`src/rtl/fcv_pkg.sv`:
```
// ----------------------------------------------------------------------------
// fcv_pkg
// Shared types and constants of the frame chain validator.
// ----------------------------------------------------------------------------
package fcv_pkg;

	localparam int DATA_W      = 8;
	localparam int LEN_W       = 16;
	localparam int OFFSET_W    = 33;
	localparam int COUNT_W     = 17;
	localparam int STATUS_W    = 2;
	localparam int CFG_IDX_W   = 2;
	localparam int CFG_DATA_W  = 17;
	localparam int OUT_TDATA_W = 56;
	localparam int QUEUE_DEPTH = 4;

	localparam logic [DATA_W-1:0]  TYPE_STORED_RST = 8'd0;
	localparam logic [DATA_W-1:0]  TYPE_PACKED_RST = 8'd1;
	localparam logic [DATA_W-1:0]  TYPE_END_RST    = 8'd255;
	localparam logic [COUNT_W-1:0] MAX_FRAMES_RST  = 17'd100000;

	localparam logic [CFG_IDX_W-1:0] CFG_TYPE_STORED = 2'd0;
	localparam logic [CFG_IDX_W-1:0] CFG_TYPE_PACKED = 2'd1;
	localparam logic [CFG_IDX_W-1:0] CFG_TYPE_END    = 2'd2;
	localparam logic [CFG_IDX_W-1:0] CFG_MAX_FRAMES  = 2'd3;

	typedef enum logic [STATUS_W-1:0] {
		ST_BUSY = 2'd0,
		ST_OK   = 2'd1,
		ST_ERR  = 2'd2
	} status_t;

	typedef enum logic [1:0] {
		PH_LEN_LO  = 2'd0,
		PH_LEN_HI  = 2'd1,
		PH_TYPE    = 2'd2,
		PH_PAYLOAD = 2'd3
	} phase_t;

	// one classified byte between front and back
	typedef struct packed {
		logic [DATA_W-1:0] data_byte;
		logic              buffer_end;
		logic              is_end;
		logic              is_data;
	} item_t;

endpackage

```
`src/rtl/frame_chain_validator.sv`:
```
// ----------------------------------------------------------------------------
// frame_chain_validator
// Checks a byte stream of length/type framed chunks up to a terminator frame.
// ----------------------------------------------------------------------------
// Each accepted byte passes through the FIFO before its result is registered.
// Throughput: one byte per cycle while m_tready does not stall the output;
// each byte yields one result transaction.
// The front tags bytes into a QUEUE_DEPTH-entry FIFO; the back walker and its
// output register drain it one entry per cycle unless the output is stalled.
// Reset: arst_n clears the walk, FIFO pointers and m_tvalid; config takes defaults.
module frame_chain_validator #(
	parameter int QUEUE_DEPTH = fcv_pkg::QUEUE_DEPTH
) (
	input  logic                               clk,
	input  logic                               arst_n,
	input  logic                               s_tvalid,
	output logic                               s_tready,
	input  logic [fcv_pkg::DATA_W-1:0]         s_tdata,   // [7:0] data_byte
	input  logic                               s_tlast,   // buffer_end
	output logic                               m_tvalid,
	input  logic                               m_tready,
	output logic [fcv_pkg::OUT_TDATA_W-1:0]    m_tdata,   // [1:0] status,
	                                                      // [34:2] consumed_bytes,
	                                                      // [51:35] frame_count, [55:52] 0
	input  logic                               cfg_valid,
	output logic                               cfg_ready,
	input  logic [fcv_pkg::CFG_IDX_W-1:0]      cfg_index,
	input  logic [fcv_pkg::CFG_DATA_W-1:0]     cfg_data
);

	logic [fcv_pkg::DATA_W-1:0]  type_stored_q;
	logic [fcv_pkg::DATA_W-1:0]  type_packed_q;
	logic [fcv_pkg::DATA_W-1:0]  type_end_q;
	logic [fcv_pkg::COUNT_W-1:0] max_frames_q;

	logic           push, pop, q_full, q_empty;
	fcv_pkg::item_t push_item, pop_item;

	assign cfg_ready = 1'b1;

	always_ff @(posedge clk or negedge arst_n) begin
		if (!arst_n) begin
			type_stored_q <= fcv_pkg::TYPE_STORED_RST;
			type_packed_q <= fcv_pkg::TYPE_PACKED_RST;
			type_end_q    <= fcv_pkg::TYPE_END_RST;
			max_frames_q  <= fcv_pkg::MAX_FRAMES_RST;
		end else if (cfg_valid) begin
			case (cfg_index)
				fcv_pkg::CFG_TYPE_STORED: type_stored_q <= cfg_data[fcv_pkg::DATA_W-1:0];
				fcv_pkg::CFG_TYPE_PACKED: type_packed_q <= cfg_data[fcv_pkg::DATA_W-1:0];
				fcv_pkg::CFG_TYPE_END:    type_end_q    <= cfg_data[fcv_pkg::DATA_W-1:0];
				fcv_pkg::CFG_MAX_FRAMES:  max_frames_q  <= cfg_data[fcv_pkg::COUNT_W-1:0];
				default: ;
			endcase
		end
	end

	fcv_front u_front (
		.s_tvalid    (s_tvalid),
		.s_tready    (s_tready),
		.s_tdata     (s_tdata),
		.s_tlast     (s_tlast),
		.type_stored (type_stored_q),
		.type_packed (type_packed_q),
		.type_end    (type_end_q),
		.q_full      (q_full),
		.push        (push),
		.push_item   (push_item)
	);

	fcv_queue #(
		.DEPTH (QUEUE_DEPTH)
	) u_queue (
		.clk       (clk),
		.arst_n    (arst_n),
		.push      (push),
		.push_item (push_item),
		.full      (q_full),
		.pop       (pop),
		.pop_item  (pop_item),
		.empty     (q_empty)
	);

	fcv_back u_back (
		.clk        (clk),
		.arst_n     (arst_n),
		.q_empty    (q_empty),
		.q_item     (pop_item),
		.pop        (pop),
		.max_frames (max_frames_q),
		.m_tvalid   (m_tvalid),
		.m_tready   (m_tready),
		.m_tdata    (m_tdata)
	);

endmodule

```
`src/rtl/fcv_front.sv`:
```
// ----------------------------------------------------------------------------
// fcv_front
// Accepts stream bytes and tags each one against the configured type codes.
// ----------------------------------------------------------------------------
module fcv_front (
	input  logic                        s_tvalid,
	output logic                        s_tready,
	input  logic [fcv_pkg::DATA_W-1:0]  s_tdata,   // [7:0] data_byte
	input  logic                        s_tlast,   // buffer_end
	input  logic [fcv_pkg::DATA_W-1:0]  type_stored,
	input  logic [fcv_pkg::DATA_W-1:0]  type_packed,
	input  logic [fcv_pkg::DATA_W-1:0]  type_end,
	input  logic                        q_full,
	output logic                        push,
	output fcv_pkg::item_t              push_item
);

	assign s_tready = !q_full;
	assign push     = s_tvalid && !q_full;

	always_comb begin
		push_item.data_byte  = s_tdata;
		push_item.buffer_end = s_tlast;
		push_item.is_end     = (s_tdata == type_end);
		push_item.is_data    = (s_tdata == type_stored) || (s_tdata == type_packed);
	end

endmodule

```
`src/rtl/fcv_queue.sv`:
```
// ----------------------------------------------------------------------------
// fcv_queue
// Short FIFO of classified bytes between front and back.
// ----------------------------------------------------------------------------
module fcv_queue #(
	parameter int DEPTH = fcv_pkg::QUEUE_DEPTH
) (
	input  logic           clk,
	input  logic           arst_n,
	input  logic           push,
	input  fcv_pkg::item_t push_item,
	output logic           full,
	input  logic           pop,
	output fcv_pkg::item_t pop_item,
	output logic           empty
);

	localparam int PTR_W = (DEPTH > 1) ? $clog2(DEPTH) : 1;
	localparam int CNT_W = $clog2(DEPTH + 1);
	localparam logic [PTR_W-1:0] LAST_PTR = PTR_W'(DEPTH - 1);
	localparam logic [CNT_W-1:0] FULL_CNT = CNT_W'(DEPTH);

	fcv_pkg::item_t    mem_q [DEPTH];
	logic [PTR_W-1:0]  wr_ptr_q;
	logic [PTR_W-1:0]  rd_ptr_q;
	logic [CNT_W-1:0]  count_q;

	assign full     = (count_q == FULL_CNT);
	assign empty    = (count_q == '0);
	assign pop_item = mem_q[rd_ptr_q];

	always_ff @(posedge clk) begin
		if (push) begin
			mem_q[wr_ptr_q] <= push_item;
		end
	end

	always_ff @(posedge clk or negedge arst_n) begin
		if (!arst_n) begin
			wr_ptr_q <= '0;
			rd_ptr_q <= '0;
			count_q  <= '0;
		end else begin
			if (push) begin
				wr_ptr_q <= (wr_ptr_q == LAST_PTR) ? '0 : wr_ptr_q + 1'b1;
			end
			if (pop) begin
				rd_ptr_q <= (rd_ptr_q == LAST_PTR) ? '0 : rd_ptr_q + 1'b1;
			end
			if (push && !pop) begin
				count_q <= count_q + 1'b1;
			end else if (pop && !push) begin
				count_q <= count_q - 1'b1;
			end
		end
	end

endmodule

```
`src/rtl/fcv_back.sv`:
```
// ----------------------------------------------------------------------------
// fcv_back
// Walks the frame chain one byte at a time and registers each result.
// ----------------------------------------------------------------------------
module fcv_back (
	input  logic                              clk,
	input  logic                              arst_n,
	input  logic                              q_empty,
	input  fcv_pkg::item_t                    q_item,
	output logic                              pop,
	input  logic [fcv_pkg::COUNT_W-1:0]       max_frames,
	output logic                              m_tvalid,
	input  logic                              m_tready,
	output logic [fcv_pkg::OUT_TDATA_W-1:0]   m_tdata  // [1:0] status, [34:2] consumed_bytes,
	                                                   // [51:35] frame_count, [55:52] zero
);

	fcv_pkg::phase_t                 phase_q, phase_d;
	logic [fcv_pkg::DATA_W-1:0]      len_lo_q, len_lo_d;
	logic [fcv_pkg::LEN_W-1:0]       frame_len_q, frame_len_d;
	logic [fcv_pkg::LEN_W-1:0]       payload_left_q, payload_left_d;
	logic [fcv_pkg::OFFSET_W-1:0]    offset_q, offset_d, offset_inc;
	logic [fcv_pkg::COUNT_W-1:0]     frames_q, frames_d;

	fcv_pkg::status_t                status_d;
	logic [fcv_pkg::OFFSET_W-1:0]    consumed_d;
	logic [fcv_pkg::LEN_W-1:0]       pl_dec;

	logic                            m_valid_q;
	fcv_pkg::status_t                status_q;
	logic [fcv_pkg::OFFSET_W-1:0]    consumed_q;
	logic [fcv_pkg::COUNT_W-1:0]     count_q;

	assign pop      = !q_empty && (!m_valid_q || m_tready);
	assign m_tvalid = m_valid_q;
	assign m_tdata  = {4'd0, count_q, consumed_q, status_q};

	assign offset_inc = offset_q + 1'b1;

	always_comb begin
		phase_d        = phase_q;
		len_lo_d       = len_lo_q;
		frame_len_d    = frame_len_q;
		payload_left_d = payload_left_q;
		offset_d       = offset_inc;
		frames_d       = frames_q;
		status_d       = fcv_pkg::ST_BUSY;
		consumed_d     = '0;
		pl_dec         = payload_left_q;

		case (phase_q)
			fcv_pkg::PH_LEN_LO: begin
				len_lo_d = q_item.data_byte;
				phase_d  = fcv_pkg::PH_LEN_HI;
			end
			fcv_pkg::PH_LEN_HI: begin
				frame_len_d = {q_item.data_byte, len_lo_q};
				phase_d     = fcv_pkg::PH_TYPE;
			end
			fcv_pkg::PH_TYPE: begin
				if (q_item.is_end) begin
					if (frame_len_q != '0) begin
						status_d = fcv_pkg::ST_ERR;
					end else begin
						status_d   = fcv_pkg::ST_OK;
						consumed_d = offset_inc;
					end
				end else if (!q_item.is_data || frame_len_q == '0 ||
				             frames_q >= max_frames) begin
					status_d = fcv_pkg::ST_ERR;
				end else begin
					payload_left_d = frame_len_q;
					phase_d        = fcv_pkg::PH_PAYLOAD;
				end
			end
			fcv_pkg::PH_PAYLOAD: begin
				if (payload_left_q != '0) begin
					pl_dec = payload_left_q - 1'b1;
				end
				payload_left_d = pl_dec;
				if (pl_dec == '0) begin
					frames_d = frames_q + 1'b1;
					phase_d  = fcv_pkg::PH_LEN_LO;
				end
			end
			default: begin
				phase_d = fcv_pkg::PH_LEN_LO;
			end
		endcase

		if (status_d == fcv_pkg::ST_BUSY && q_item.buffer_end) begin
			status_d = fcv_pkg::ST_ERR;
		end
	end

	always_ff @(posedge clk or negedge arst_n) begin
		if (!arst_n) begin
			phase_q        <= fcv_pkg::PH_LEN_LO;
			len_lo_q       <= '0;
			frame_len_q    <= '0;
			payload_left_q <= '0;
			offset_q       <= '0;
			frames_q       <= '0;
			m_valid_q      <= 1'b0;
		end else begin
			if (pop) begin
				if (status_d != fcv_pkg::ST_BUSY) begin
					phase_q        <= fcv_pkg::PH_LEN_LO;
					len_lo_q       <= '0;
					frame_len_q    <= '0;
					payload_left_q <= '0;
					offset_q       <= '0;
					frames_q       <= '0;
				end else begin
					phase_q        <= phase_d;
					len_lo_q       <= len_lo_d;
					frame_len_q    <= frame_len_d;
					payload_left_q <= payload_left_d;
					offset_q       <= offset_d;
					frames_q       <= frames_d;
				end
				m_valid_q <= 1'b1;
			end else if (m_tready) begin
				m_valid_q <= 1'b0;
			end
		end
	end

	always_ff @(posedge clk) begin
		if (pop) begin
			status_q   <= status_d;
			consumed_q <= consumed_d;
			count_q    <= frames_d;
		end
	end

endmodule
```
`config.mk`:
```
export PLATFORM = sky130hd
export DESIGN_NAME = frame_chain_validator
export DESIGN_NICKNAME = d
export VERILOG_FILES = /design/src/rtl/fcv_pkg.sv /design/src/rtl/frame_chain_validator.sv /design/src/rtl/fcv_front.sv /design/src/rtl/fcv_queue.sv /design/src/rtl/fcv_back.sv
export SDC_FILE = /design/constraint.sdc
export NUM_CORES = 1
export LEC_CHECK = 0
export BUFFER_PORTS_ARGS = -buffer_cell sky130_fd_sc_hd__buf_2
export CAP_MARGIN = 20
export CORE_MARGIN = 2
export CORE_UTILIZATION = 55
export DETAILED_ROUTE_END_ITERATION = 7
export GPL_ROUTABILITY_DRIVEN = 0
export PLACE_DENSITY = 0.72
export SYNTH_ARGS = -nofsm -noshare
export SYNTH_HDL_FRONTEND = slang
export SYNTH_SLANG_ARGS = --single-unit
```
`constraint.sdc`:
```
create_clock -name clk -period 4.23 [get_ports clk]
set_input_delay 0.2115 -clock clk [delete_from_list [all_inputs] [get_ports clk]]
set_output_delay 0.2115 -clock clk [all_outputs]
set_load 0.005 [all_outputs]
```
==> results of run 1 <==
==> worst paths after layout <==
path	startpoint	endpoint	cells after the start
hold / removal	cfg_data[2]	type_end_q[2]$_DFFE_PN1P_	2
setup reg to reg	u_back.payload_left_q[0]$_DFFE_PN0P_	u_back.count_q[14]$_DFFE_PP_	9
setup / recovery	u_back.payload_left_q[0]$_DFFE_PN0P_	u_back.count_q[14]$_DFFE_PP_	9
min in group asynchronous	arst_n	type_stored_q[0]$_DFFE_PN0P_	2
max in group asynchronous	arst_n	u_back.frames_q[2]$_DFFE_PN0P_	3
hold reg to reg	u_queue.count_q[2]$_DFFE_PN0P_	u_queue.count_q[2]$_DFFE_PN0P_	1
==> synthesized netlist by cell type, types with 6 or more instances <==
master	instances	area share, %
a21o_1	16	1.0
a21oi_1	27	1.1
a22o_1	35	2.6
a32o_1	11	0.92
and2_1	12	0.63
and3_1	24	1.3
buf_1	8	0.25
buf_2	6	0.25
clkbuf_1	41	1.3
dfrtp_1	126	26
dfstp_2	15	3.3
edfxtp_1	96	24
ha_1	31	3.2
inv_1	40	1.3
mux2_2	52	4.9
mux2i_1	12	1.0
mux4_2	11	2.1
nand2_1	91	2.8
nand3_1	32	1.3
nand4_1	22	1.1
nand4b_1	6	0.44
nor2_1	80	2.5
nor2b_1	7	0.37
nor3_1	16	0.67
nor4_1	11	0.57
o211ai_1	12	0.75
o21ai_0	36	1.5
o31ai_1	11	0.69
xnor2_1	47	3.4
xor2_1	24	1.8
==> final cells by class <==
type | count | area share, %
Timing Repair Buffer | 127 | 5.86
Inverter | 40 | 1.09
Multi-Input combinational cell | 708 | 37.4
Clock buffer | 33 | 5.21
Tap cell | 280 | 2.54
Clock inverter | 15 | 1.23
Sequential cell | 237 | 46.7
==> per-layer routing <==
| layer | vias up | track usage, % | share of wire [%] |
|---|---|---|---|
| li1 | 3998 | - | - |
| met1 | 4189 | 32.5 | 45 |
| met2 | 209 | 38.2 | 48 |
| met3 | 46 | 3.35 | 4.3 |
| met4 | 0 | 6.44 | 2.5 |
| met5 | - | 0 | 0 |
==> report_power, final <==
part	internal (uW)	switching (uW)	leakage [uW]
registers	2990	416	0.00275
logic	1420	2090	0.00253
clock network	1390	938	0.000443
==> cell families after synthesis <==
group	Yosys count	share of synthesized area [%]
simple gates	340	14.9
flops	237	53.6
compound gates	183	11.2
buf+inv	103	3.58
mux	77	8.14
xor+xnor	71	5.18
fa+ha+maj	32	3.40
other cells	2	0.0626
==> registers in the layout, summed over array words and instances, names as in the netlist, 16 cells and up <==
signal	cells
max_frames_q	17
u_back.consumed_q	33
u_back.count_q	17
u_back.frame_len_q	16
u_back.frames_q	17
u_back.offset_q	33
u_back.payload_left_q	16
u_queue.mem_q	44
==> metrics by stage <==
stage / power (uW) / util (%) / instances / hold slack [ps] / setup WS (ps)
6_report: 9240 / 63.7 / 1440 / 23.6 / 608
5_1_grt: 9770 / 63.7 / 1440 / 13.8 / 442
3_3_place_gp: 6810 / 58.4 / 1367 / 323 / 843
4_1_cts: 9280 / 63.7 / 1440 / 2.46 / 654
2_1_floorplan: 5880 / - / 1048 / -84.1 / 837
3_5_place_dp: 6900 / 58.4 / 1367 / 316 / 697
==> flow_summary.json, run 1 <==
{
  "p_leak_uw": 0.00572,
  "worst_path_max_delay_cell": "and4_1",
  "nets": 1205,
  "worstPathArrival_ps": 3900,
  "start_kind": "register",
  "grt_pass1_wl_mm": 42.2,
  "hold_buffers": 25,
  "worst-path-max-fanout": 17,
  "crit_chain": "inv_1 -> ha_1 -> nor3b_2 -> a311oi_4 -> a31o_2 -> a2111oi_4 -> and4_1 -> and3_1 -> xor2_1",
  "cts-root-buf": "clkbuf_16",
  "design.core.area_um2": 21600,
  "portBuffers": 86,
  "syn_inst": 1045,
  "final_common_cell": "dfrtp_1",
  "synth_cell_types": 71,
  "dpl_cell_area_um2": 12600,
  "crit_required_ps": 4500,
  "clk_path_buf_depth": 3,
  "drive_gt1_share_pct": 21.2,
  "fill_cells": 1663,
  "syn_area_per_cell_um2": 11.5,
  "htree_levels": 1,
  "postLayoutCellArea_um2": 13800,
  "synth-seq-area-share_pct": 53.6,
  "p_per_area_nw_per_um2": 671,
  "rrSetupSlack_ps": 610,
  "multi_input_area_um2": 5150,
  "rsz0062_at_grt": "false",
  "grt_max_degree": 82,
  "finClkSkew_ps": 11.8,
  "cts.repair.resized": 0,
  "worstSetupPathType": "register to register",
  "slew_headroom_pct": 32.0,
  "setup_viol": 0,
  "cp_top_family": "simple AND/OR/NAND/NOR gates",
  "fp-row-count": 54,
  "grtUsageTotal_pct": 23.3,
  "die_area_um2": 23000,
  "dp_hpwl_mm": 17.3,
  "synth_warnings": 0,
  "grt_pass1_vias": 8081,
  "fin_crit_sh_pct": 85.6,
  "ant_nets": 0,
  "routedWlPerCell_um": 18.3,
  "synth.cell_area_um2": 12000,
  "wirelength_mm": 26.3,
  "diodes": 0,
  "max-cap-violations": 0,
  "synth-seq-cells": 237,
  "final_cell_mix": "126 x dfrtp_1, 96 x edfxtp_1, 91 x nand2_1",
  "clk_pin_slew_ps": 60,
  "drt_iter0_markers": 667,
  "clock.fmax_mhz": 276,
  "die_x_um": 152,
  "numCtsBuffers": 26,
  "first_pass_iters": 5,
  "areaGrowthSynthToFinish_pct": 14.8,
  "overflow": 0,
  "end_kind": "register",
  "drv_slew": 0,
  "seqCellArea_um2": 6430,
  "drc": 0,
  "die_h_um": 152,
  "vias_per_cell": 5.86,
  "clock_latency_ps": 530,
  "ios": 92,
  "ir_drop_uv": 481,
  "cts_sinks": 237,
  "min_path_type": "input pin to register",
  "tightest_slew_ps": 1010,
  "post_cts_buffers": 0,
  "initial_utilization_pct": 55.5,
  "cpPeakStageDelay_ps": 670,
  "tns_ps": 0,
  "critPathBufInv": 1,
  "hold_violations": 0,
  "period_minus_slack_ps": 3620,
  "synth_edf_count": 96,
  "tritoncts": "built",
  "vias": 8442,
  "synthFlopType": "dfrtp_1",
  "run_status": "finished clean",
  "synthArstFlopShare_pct": 59.5,
  "antenna_found_initial": 0
}
(Power assumes the default switching activity.)
==> inputs of run 2 (changes only) <==
==> constraint.sdc (replaced) <==
create_clock -name clk -period 3.55 [get_ports clk]
set_input_delay 0.1775 -clock clk [delete_from_list [all_inputs] [get_ports clk]]
set_output_delay 0.1775 -clock clk [all_outputs]
set_load 0.005 [all_outputs]
==> flow_summary.json, run 2 (synthesis results as in run 1) <==
{
  "slew_headroom_pct": 40.1,
  "initial_utilization_pct": 55.5,
  "hold_violations": 0,
  "areaGrowthSynthToFinish_pct": 15.8,
  "fp-row-count": 54,
  "p_switching_uw": 4080,
  "instances_no_fill": 1460,
  "min_path_type": "input pin to register",
  "ios": 92,
  "finClkSkew_ps": 14.6,
  "portBuffers": 86,
  "worst_path_max_delay_cell": "or4_4",
  "largest_reg_flops": 44,
  "die_x_um": 152,
  "p_int_uw": 6890,
  "htree_levels": 1,
  "fin_ws_ps": 247,
  "vias": 8524,
  "final_cell_mix": "126 x dfrtp_1, 96 x edfxtp_1, 91 x nand2_1",
  "cp_top_family": "simple AND/OR/NAND/NOR gates",
  "die_area_um2": 23000,
  "crit_required_ps": 3960,
  "design.core.area_um2": 21600,
  "period_minus_slack_ps": 3300,
  "fin_hold_ws_ps": 153,
  "wirelength_mm": 26.2,
  "max-cap-violations": 0,
  "p_seq_share_pct": 36.9,
  "p_comb_share_pct": 39.3,
  "p_sw_share_pct": 37.2,
  "dp_worst_setup_slack_ps": 277,
  "cpPeakStageDelay_ps": 590,
  "overflow": 0,
  "tightest_slew_ps": 899,
  "worst-path-max-fanout": 12,
  "grt_max_degree": 92,
  "tritoncts": "built",
  "tns_ps": 0,
  "die_h_um": 152,
  "vias_per_cell": 5.84,
  "holdPathStages": 3,
  "placed_cells": 1384,
  "drc": 0,
  "rrSetupSlack_ps": 250,
  "clock_latency_ps": 530,
  "pwr-share-clk_pct": 23.7,
  "grt_pass1_wl_mm": 42.6,
  "multi_input_area_um2": 5150,
  "worstPathArrival_ps": 3710,
  "startpoint": "u_back.payload_left_q[3]$_DFFE_PN0P_",
  "crit_chain": "or4_4 -> a311oi_4 -> nand4_2 -> a2111oi_4 -> and4_1 -> buf_4 -> o21ai_1 -> a32o_1",
  "dp_hpwl_mm": 17.5,
  "clk_pin_slew_ps": 60,
  "drt_iter0_markers": 564,
  "rsz0062_at_grt": "false",
  "seqCellArea_um2": 6430,
  "worstSetupPathType": "register to register",
  "clk_path_buf_depth": 3,
  "start_kind": "register",
  "final_common_cell": "dfrtp_1",
  "reg_top3": "u_queue.mem_q (44), u_back.consumed_q (33), u_back.offset_q (33)",
  "rr_endpoint": "u_back.frames_q[1]$_DFFE_PN0P_",
  "p_per_area_nw_per_um2": 790,
  "endpoint": "u_back.frames_q[1]$_DFFE_PN0P_",
  "cts_sinks": 237,
  "p_leak_uw": 0.00579,
  "grtUsageTotal_pct": 23.4,
  "drv_slew": 0,
  "drive_gt1_share_pct": 21.9,
  "routedWlPerCell_um": 17.9,
  "clock.fmax_mhz": 303,
  "numCtsBuffers": 26,
  "cts-root-buf": "clkbuf_16",
  "ant_nets": 0,
  "run_status": "finished clean",
  "setup_viol": 0,
  "end_kind": "register",
  "r2r-start": "u_back.payload_left_q[3]$_DFFE_PN0P_",
  "cts.repair.resized": 0,
  "reg2reg_depth": 8,
  "critPathBufInv": 1,
  "regMostFlops": "u_queue.mem_q",
  "nets": 1225,
  "antenna_found_initial": 0,
  "first_pass_iters": 5,
  "diodes": 0,
  "fin_crit_sh_pct": 93.1,
  "ir_drop_uv": 626,
  "grt_pass1_vias": 8342,
  "path_depth": 8,
  "fill_cells": 1682
}
[run 2: cell types whose count changed in the layout (fill, tap and decap cells not counted), moves of 3 or more]
cell and change:
dlygate4sd3_1 +3, clkinv_1 +3, buf_4 +15, clkinv_2 -3
[run 2: area by class of cell]
type | count | area share (%)
clock buffers | 33 | 5.17
well taps | 280 | 2.52
inverters | 40 | 1.08
repair buffers | 147 | 7.12
multi-input cells | 708 | 37.0
flip-flops and latches | 237 | 46.3
clock inverters | 15 | 0.792
[run 2: how the worst min path moves through the flow]
stage                  start                               to
floorplan             arst_n      max_frames_q[0]$_DFFE_PN0P_
global placement      arst_n   u_queue.count_q[0]$_DFFE_PN0P_
detailed placement    arst_n   u_queue.count_q[2]$_DFFE_PN0P_
CTS                 s_tvalid  u_queue.wr_ptr_q[1]$_DFFE_PN0P_
global route        s_tvalid  u_queue.wr_ptr_q[1]$_DFFE_PN0P_
finish              s_tvalid  u_queue.wr_ptr_q[1]$_DFFE_PN0P_
[run 2: worst register-to-register path: stages (launching register included)]
cell       delay [ps]
dfrtp_1           480
or4_4             590
a311oi_4          400
nand4_2           180
a2111oi_4         460
and4_1            540
buf_4             220
o21ai_1            80
a32o_1            250
[run 2: power groups by stage]
stage,clock (uW),sequential [uW],combinational (uW)
finish,2600,4050,4320
global route,2760,4130,4760
CTS,2640,4050,4320
detailed placement,0,4100,4270
global placement,0,4070,4190
floorplan,0,3940,3060
[run 2: timing repair]
item | CTS | global route
hold endpoints to repair | 160 | 0
hold buffers | 28 | 0
buffers inserted | 0 | 0
[run 2: metal layers]
layer	track usage (%)	wire length (um)	share of wire [%]
met4	7.41	754	2.9
met3	3.05	1410	5.4
met1	32.0	11400	43
met5	0	0	0
met2	38.9	12700	48
[run 2: through the flow]
| stage | power [uW] | util [%] | area, um^2 |
|---|---|---|---|
| after CTS | 11000 | 64.3 | 13900 |
| after floorplan | 7000 | - | 12000 |
| final | 11000 | 64.3 | 13900 |
| after global placement | 8260 | 59.1 | 12800 |
| after global routing | 11700 | 64.3 | 13900 |
| after detailed placement | 8370 | 59.1 | 12800 |
==> inputs of run 3 (changes only) <==
--- a/config.mk
+++ b/config.mk
@@ -7,11 +7,13 @@
 export LEC_CHECK = 0
 export BUFFER_PORTS_ARGS = -buffer_cell sky130_fd_sc_hd__buf_2
 export CAP_MARGIN = 20
+export CELL_PAD_IN_SITES_DETAIL_PLACEMENT = 2
+export CELL_PAD_IN_SITES_GLOBAL_PLACEMENT = 2
 export CORE_MARGIN = 2
-export CORE_UTILIZATION = 55
+export CORE_UTILIZATION = 41
 export DETAILED_ROUTE_END_ITERATION = 7
 export GPL_ROUTABILITY_DRIVEN = 0
-export PLACE_DENSITY = 0.72
+export PLACE_DENSITY_LB_ADDON = 0.1
 export SYNTH_ARGS = -nofsm -noshare
 export SYNTH_HDL_FRONTEND = slang
 export SYNTH_SLANG_ARGS = --single-unit
==> flow_summary.json, run 3 (synthesis results as in run 1) <==
{
  "worst-path-max-fanout": 15,
  "rsz0062_at_grt": "false",
  "cts.repair.resized": 0,
  "crit_chain": "or4_4 -> a311oi_4 -> nand4_2 -> a2111oi_4 -> nand4_2 -> buf_4 -> or4b_1 -> o211ai_1",
  "numCtsBuffers": 27,
  "run_status": "finished clean",
  "end_kind": "register",
  "cts_sinks": 237,
  "reg_top3": "u_queue.mem_q (44), u_back.consumed_q (33), u_back.offset_q (33)",
  "grt_pass1_vias": 9737,
  "grtUsageTotal_pct": 23.3,
  "die_h_um": 175,
  "final_cell_mix": "126 x dfrtp_1, 96 x edfxtp_1, 91 x nand2_1",
  "grt_pass1_wl_mm": 56.3,
  "nets": 1236,
  "antenna_found_initial": 0,
  "largest_reg_flops": 44,
  "cts-root-buf": "clkbuf_16",
  "drive_gt1_share_pct": 23.0,
  "min_path_type": "input pin to async pin",
  "design.core.area_um2": 28800,
  "tns_ps": 0,
  "portBuffers": 86,
  "p_leak_uw": 0.00589,
  "setup_viol": 0,
  "overflow": 0,
  "start_kind": "register",
  "dp_hpwl_mm": 24.1,
  "htree_levels": 1,
  "areaGrowthSynthToFinish_pct": 18.6,
  "diodes": 0,
  "wirelength_mm": 34.8,
  "final_core_util_pct": 49.4,
  "regMostFlops": "u_queue.mem_q",
  "die_x_um": 175,
  "p_per_area_nw_per_um2": 821,
  "clock_latency_ps": 560,
  "tightest_slew_ps": 854,
  "period_minus_slack_ps": 3190,
  "worst_path_max_delay_cell": "or4_4",
  "cpPeakStageDelay_ps": 590,
  "ios": 92,
  "routedWlPerCell_um": 22.1,
  "first_pass_iters": 4,
  "reg2reg_depth": 8,
  "tritoncts": "built",
  "hold_buffers": 28,
  "slew_headroom_pct": 42.9,
  "hold_violations": 0,
  "fin_crit_sh_pct": 89.9,
  "worstPathArrival_ps": 3660,
  "worstSetupPathType": "register to register",
  "max-cap-violations": 0,
  "drc": 0,
  "ir_drop_uv": 418,
  "drt_iter0_markers": 435,
  "post_cts_buffers": 0,
  "rr_endpoint": "u_back.frames_q[16]$_DFFE_PN0P_",
  "ant_nets": 0,
  "vias": 8773,
  "drv_slew": 0,
  "crit_required_ps": 4020,
  "clk_path_buf_depth": 3,
  "clk_pin_slew_ps": 60,
  "vias_per_cell": 5.57,
  "r2r-start": "u_back.payload_left_q[3]$_DFFE_PN0P_",
  "fp-row-count": 62,
  "die_area_um2": 30600,
  "grt_max_degree": 59,
  "clock.fmax_mhz": 313,
  "cpMostUsedCell": "nand4_2",
  "finClkSkew_ps": 9.51,
  "rrSetupSlack_ps": 360,
  "initial_utilization_pct": 41.7,
  "final_common_cell": "dfrtp_1"
}
## run 3: critical path: cells and delay by family, from the launching register on
family	cells	cell delay, ps
and+or+nand+nor	4	1410
AOI/OAI and AO/OA	3	1000
DFF	1	470
buffers and inverters	1	220
## run 3: through the flow
stage,instance area [um^2],worst slack (ps),std cells,total power [uW],hold slack (ps)
after floorplan,12000,157,1048,7000,-118
after global placement,13000,437,1498,8550,232
after detailed placement,13000,336,1498,8780,237
after CTS,14200,333,1576,11800,152
after global routing,14200,191,1576,12400,223
final,14200,359,1576,11700,200
## run 3: how the worst max path moves through the flow
stage | from | end | slack [ps] | cells after the start
after detailed placement | u_back.payload_left_q[3]$_DFFE_PN0P_ | u_back.frames_q[16]$_DFFE_PN0P_ | 340 | 8
after CTS | u_back.payload_left_q[3]$_DFFE_PN0P_ | u_back.frames_q[16]$_DFFE_PN0P_ | 330 | 8
after global placement | u_back.payload_left_q[3]$_DFFE_PN0P_ | u_back.frames_q[8]$_DFFE_PN0P_ | 440 | 8
final | u_back.payload_left_q[3]$_DFFE_PN0P_ | u_back.frames_q[16]$_DFFE_PN0P_ | 360 | 8
after floorplan | u_queue.count_q[0]$_DFFE_PN0P_ | u_back.offset_q[22]$_DFFE_PN0P_ | 160 | 8
after global routing | u_back.payload_left_q[3]$_DFFE_PN0P_ | u_back.frames_q[16]$_DFFE_PN0P_ | 190 | 8
## run 3: layout make-up
cell class	count	area, um^2
clock buffers	45	877
clock inverters	5	71.3
fillers	2845	14600
inverters	40	150
multi-input cells	708	5150
flip-flops and latches	237	6430
well taps	384	480
repair buffers	157	1060
## run 3: report_power, final
part           internal [uW]  switching [uW]  total (uW)
combinational           1890            2780        4680
clock                   1760            1170        2930
sequential              3560             511        4070
## run 3: layer usage
layer	vias up	global-route usage [%]	wire, um
li1	4057	-	-
met1	4535	30.0	15200
met2	133	42.2	17900
met3	48	2.57	930
met4	0	5.31	776
met5	-	0	0
